`config.mk`:
```
export PLATFORM = sky130hd
export DESIGN_NAME = klot_cell
export DESIGN_NICKNAME = d
export VERILOG_FILES = /design/src/rtl/klot_pkg.sv /design/src/rtl/klot_cell.sv
export SDC_FILE = /design/constraint.sdc
export NUM_CORES = 1
export LEC_CHECK = 0
export ABC_AREA = 1
export BUFFER_PORTS_ARGS = -buffer_cell sky130_fd_sc_hd__buf_2
export CORE_AREA = 2 2 116 118
export CTS_CLUSTER_DIAMETER = 120
export DETAILED_ROUTE_END_ITERATION = 10
export DIE_AREA = 0 0 118 120
export PLACE_DENSITY = 0.63
export SYNTH_ARGS = -nofsm -noshare
export SYNTH_HDL_FRONTEND = slang
export SYNTH_SLANG_ARGS = --single-unit
```
`constraint.sdc`:
```
create_clock -name clk -period 7.79 [get_ports clk]
set_clock_uncertainty 0.2 [all_clocks]
set_input_delay 0 -clock clk [delete_from_list [all_inputs] [get_ports clk]]
set_output_delay 0 -clock clk [all_outputs]
set_load 0.05 [all_outputs]
```
`src/rtl/klot_pkg.sv`:
```
// ============================================================================
// klot_pkg
// shared types and constants of the keyed ordered list table
// ============================================================================
`default_nettype none

package klot_pkg;

  // fixed field widths of the request and result channels
  localparam int FUNC_W    = 3;
  localparam int KEY_W     = 32;
  localparam int PAY_IN_W  = 32;
  localparam int CNT_OUT_W = 5;

  // parameter defaults
  localparam int DEPTH_DEF        = 16;
  localparam int PAYLOAD_BITS_DEF = 32;

  // request function codes
  typedef enum logic [FUNC_W-1:0] {
    FN_INS_HEAD = 3'd0,
    FN_INS_TAIL = 3'd1,
    FN_REMOVE   = 3'd2,
    FN_UPDATE   = 3'd3,
    FN_SEARCH   = 3'd4
  } func_t;

  // per-cell action in the execute cycle
  typedef enum logic [2:0] {
    CELL_HOLD,
    CELL_FROM_PREV,
    CELL_FROM_NEXT,
    CELL_LOAD,
    CELL_SET_PAY
  } cell_op_t;

  // control broadcast from the sequencer to every cell
  typedef struct packed {
    logic  exec;
    func_t func;
    logic  full;
  } cell_ctl_t;

  // sequencer states
  typedef enum logic {
    S_IDLE,
    S_EXEC
  } state_t;

endpackage

`default_nettype wire

```
`src/rtl/klot_cell.sv`:
```
// ============================================================================
// klot_cell
// one slot of the table: key/payload storage, key compare, first-hit chain
// and neighbor shifting
// ============================================================================
`default_nettype none

module klot_cell import klot_pkg::*; #(
  parameter int PAYLOAD_BITS = PAYLOAD_BITS_DEF
) (
  input  logic                    clk,
  input  logic                    capture,
  input  logic                    occupied,
  input  logic [KEY_W-1:0]        cmp_key,
  input  cell_ctl_t               ctl,
  input  logic                    at_tail,
  input  logic                    hit_in,
  output logic                    hit_out,
  output logic                    first,
  input  logic [KEY_W-1:0]        load_key,
  input  logic [PAYLOAD_BITS-1:0] load_pay,
  input  logic [KEY_W-1:0]        prev_key,
  input  logic [PAYLOAD_BITS-1:0] prev_pay,
  input  logic [KEY_W-1:0]        next_key,
  input  logic [PAYLOAD_BITS-1:0] next_pay,
  output logic [KEY_W-1:0]        key,
  output logic [PAYLOAD_BITS-1:0] pay
);

  logic     match;
  cell_op_t op;

  // first hit from the head: no earlier cell matched
  assign first   = match & ~hit_in;
  assign hit_out = hit_in | match;

  always_comb begin
    op = CELL_HOLD;
    if (ctl.exec) begin
      case (ctl.func)
        FN_INS_HEAD: if (!ctl.full) op = CELL_FROM_PREV;
        FN_INS_TAIL: if (!ctl.full && at_tail) op = CELL_LOAD;
        FN_REMOVE:   if (hit_out) op = CELL_FROM_NEXT;
        FN_UPDATE:   if (first) op = CELL_SET_PAY;
        default:     op = CELL_HOLD;
      endcase
    end
  end

  always_ff @(posedge clk) begin
    if (capture) begin
      match <= occupied && (key == cmp_key);
    end
    case (op)
      CELL_FROM_PREV: begin
        key <= prev_key;
        pay <= prev_pay;
      end
      CELL_FROM_NEXT: begin
        key <= next_key;
        pay <= next_pay;
      end
      CELL_LOAD: begin
        key <= load_key;
        pay <= load_pay;
      end
      CELL_SET_PAY: pay <= load_pay;
      default: ;
    endcase
  end

endmodule

`default_nettype wire

```
==> flow_summary_export.csv <==
group,metric,value,unit
floorplanning,die_h,120,microns
place,place_inst,968,
synth,synth_cell_types,24,
critical_path,critPathSlowestCell,"buf_4",
sta,period_share,0.403,
floorplanning,fp-row-count,42,
run,cap_viol_max_count,0,
finish,num_antenna_cells,0,
synth,ys_seq_elements,65,
synth,yosys_warnings,0,
critical_path,path_class,"reg2reg",
grt,grt_pass1_vias,5477,
critical_path,worstSetupStartpointType,"register",
grt,grt_util_all_layers,0.239,
critical_path,timing.rr.start,"match",
routing,drtAntennaViolNets,0,
routing,first_pass_iters,4,
grt,grt_max_degree,69,
clocking,cts.htree.levels,3,
power_and_ir_drop,peakVddDrop,0.0755,mV
synth,yosysTopAreaCellShare,0.458,
power_and_ir_drop,p_leak,3.59,nW
routing,via_count,5440,
routing,route.detailed.drc,0,
sta,finalHoldViolCount,0,
finish,ff_latch_area,0.00195,sq mm
floorplanning,start_util,0.329,
finish,multi_input_area,0.00189,sq mm
floorplanning,core_area,0.0130,sq mm
finish,layout.nets,1166,
place,dp_hpwl,11800,microns
synth,synth_nets,757,
synth,syn-cell-area,0.00427,sq mm
grt,grt_pass1_wl,26700,microns
routing,routed_via_density,4.89,
synth,synthCells,523,
sta,max_slew_margin,0.256,
floorplanning,die_w,118,microns
critical_path,crit_chain,"or2_1 -> nand2_1 -> nand2_2 -> buf_4 -> nand3_2 -> nand2_2 -> nand2_1 -> nand3_2 -> dlygate4sd3_1",
sta,setup_viol_count_final,0,
sta,period_needed,3.14,ns
clocking,root_buffer,"clkbuf_16",
routing,wirelength,17200,microns
power_and_ir_drop,p_per_area,139,mW/mm^2
floorplanning,die_area,0.0142,sq mm
place,io_buffers,299,
critical_path,cp_max_fo,65,
sta,finalSetupTns,0,ns
clocking,insertion_delay,0.32,ns
clocking,cts_tree,"yes",
place,place_area,0.00577,sq mm
grt,grt.overflow.total,0,
hold_path,holdCritStartpoint,"cmp_key[6]",
finish,finalNonFillerCells,1113,
synth,synth.area.top_cells,"edfxtp_1, nand2_1, nand4_1",
finish,nFillCells,1222,
place,gp_congestion,0.890,
clocking,clk_pin_slew_worst_paths,0.06,ns
sta,fmax,0.319,GHz
finish,design_area,0.00732,sq mm
synth,seq_area_frac_synth,0.458,
floorplanning,io-pin-count,300,
synth,syn_area_per_cell,8.16,sq um
sta,rsz0062_at_grt,"no",
critical_path,cp-startpoint,"match",
status,run_status,"complete, no violations",
sta,drv_slew,0,
grt,antenna_found_initial,0,
finish,areaGrowthSynthToFinish,71.6,%
critical_path,max_stage_delay,0.59,ns
routing,wl_per_cell,15.5,microns
clocking,cts_setup_buffers,0,
synth,synth_area_leader_cell,"edfxtp_1",
clocking,cts.sinks,65,
critical_path,crit_buf_inv,2,
sta,tightest_slew,1.11,ns
critical_path,crit_path_end_kind,"register",
critical_path,crit_family,"simple AND/OR/NAND/NOR gates",
routing,drtIter0Drc,268,
finish,drive_gt1_frac,0.369,
critical_path,cp.arrival,3.13,ns
hold_path,hold_path_class,"in2reg",
critical_path,critPathRequiredTime,7.78,ns
clocking,clockBufferDepth,2,
clocking,cts_buffers,9,
==> metal layers <==
metal  up-vias  track usage  share of wire
met5         -            0              0
met4         0        0.109          0.037
met3        45       0.0680          0.090
met2       292        0.431           0.50
met1      2483        0.260           0.38
li1       2620            -              -
==> power breakdown <==
group / total [mW] / switching [mW] / internal (mW)
logic: 0.253 / 0.129 / 0.124
clock network: 0.356 / 0.145 / 0.211
registers: 0.407 / 0.00564 / 0.401
total: 1.02 / 0.279 / 0.737
==> kinds of logic (layout without fill, tap and decap cells) <==
family          count (synthesis)  count (layout)  share of synthesized area
simple gates                  364             364                      0.420
buf+inv                        81             495                     0.0994
flops                          65              65                      0.458
xor+xnor                        8               8                     0.0164
compound gates                  5               5                    0.00645
==> what timing repair did <==
| action | CTS | global route |
|---|---|---|
| hold buffers | 129 | 0 |
| gates resized for setup | 0 | 0 |
| endpoints found under the hold margin | 65 | 0 |
| setup endpoints to repair | 0 | 0 |
==> cell usage after synthesis <==
| master | count |
|---|---|
| o21ai_0 | 4 |
| nor3_1 | 2 |
| o211ai_1 | 1 |
| buf_12 | 1 |
| nand3_1 | 79 |
| or2_1 | 1 |
| buf_6 | 9 |
| buf_4 | 5 |
| nor2_1 | 31 |
| nand4_1 | 64 |
| nand2_2 | 3 |
| xor2_1 | 3 |
| inv_1 | 42 |
| nand4_2 | 1 |
| buf_2 | 14 |
| buf_1 | 2 |
| edfxtp_1 | 65 |
| xnor2_1 | 5 |
| nor2_4 | 1 |
| nand2_1 | 160 |
| clkbuf_1 | 5 |
| inv_2 | 2 |
| nand3_2 | 22 |
| clkinv_1 | 1 |
==> worst min-delay path: stages <==
cell	delay (ns)
buf_2	0.08
xnor2_1	0.06
nand2_1	0.06
nor2_1	0.04
nand3_1	0.07
nor2_1	0.06
==> stage by stage <==
stage | total power, mW | utilization | setup WS (ns) | hold WS [ns]
CTS | 1.02 | 0.564 | 4.78 | 0.00737
detailed placement | 0.606 | 0.445 | 4.86 | 0.0117
global route | 1.06 | 0.564 | 4.47 | 0.0381
finish | 1.02 | 0.564 | 4.65 | 0.00937
floorplan | 0.519 | - | 4.81 | -0.0875
global placement | 0.605 | 0.445 | 4.86 | 0.0181
==> state kept, by name, indices dropped and copies added, names as in the netlist <==
signal and cells:
key 32, match 1, pay 32
==> area by class of cell <==
type / count / area share
flip-flops and latches: 65 / 0.267
clock buffers: 11 / 0.0318
well taps: 176 / 0.0301
inverters: 45 / 0.0231
repair buffers: 434 / 0.387
multi-input cells: 377 / 0.258
clock inverters: 5 / 0.00308
==> worst paths after layout <==
path / to / slack, ns / cells after the start
worst max register to register: pay[15] / 4.65 / 9
worst min-delay path: match / 0.009 / 6
worst min register to register: match / 0.60 / 5
worst max-delay path: pay[15] / 4.65 / 9
==> cell usage in the layout (no fill, tap or decap) <==
cell type,count
xor2_1,3
or2_1,1
clkbuf_1,2
inv_2,2
o21ai_0,4
o211ai_1,1
xnor2_1,5
buf_4,6
edfxtp_1,65
nand4_1,64
nand2_2,3
nor3_1,2
nand4_2,1
nor2_4,1
clkinv_2,3
buf_2,299
clkinv_1,3
clkbuf_16,9
nand3_1,79
nand2_1,160
inv_1,42
nand3_2,22
nor2_1,31
dlygate4sd3_1,129
(Power assumes the default switching activity.)
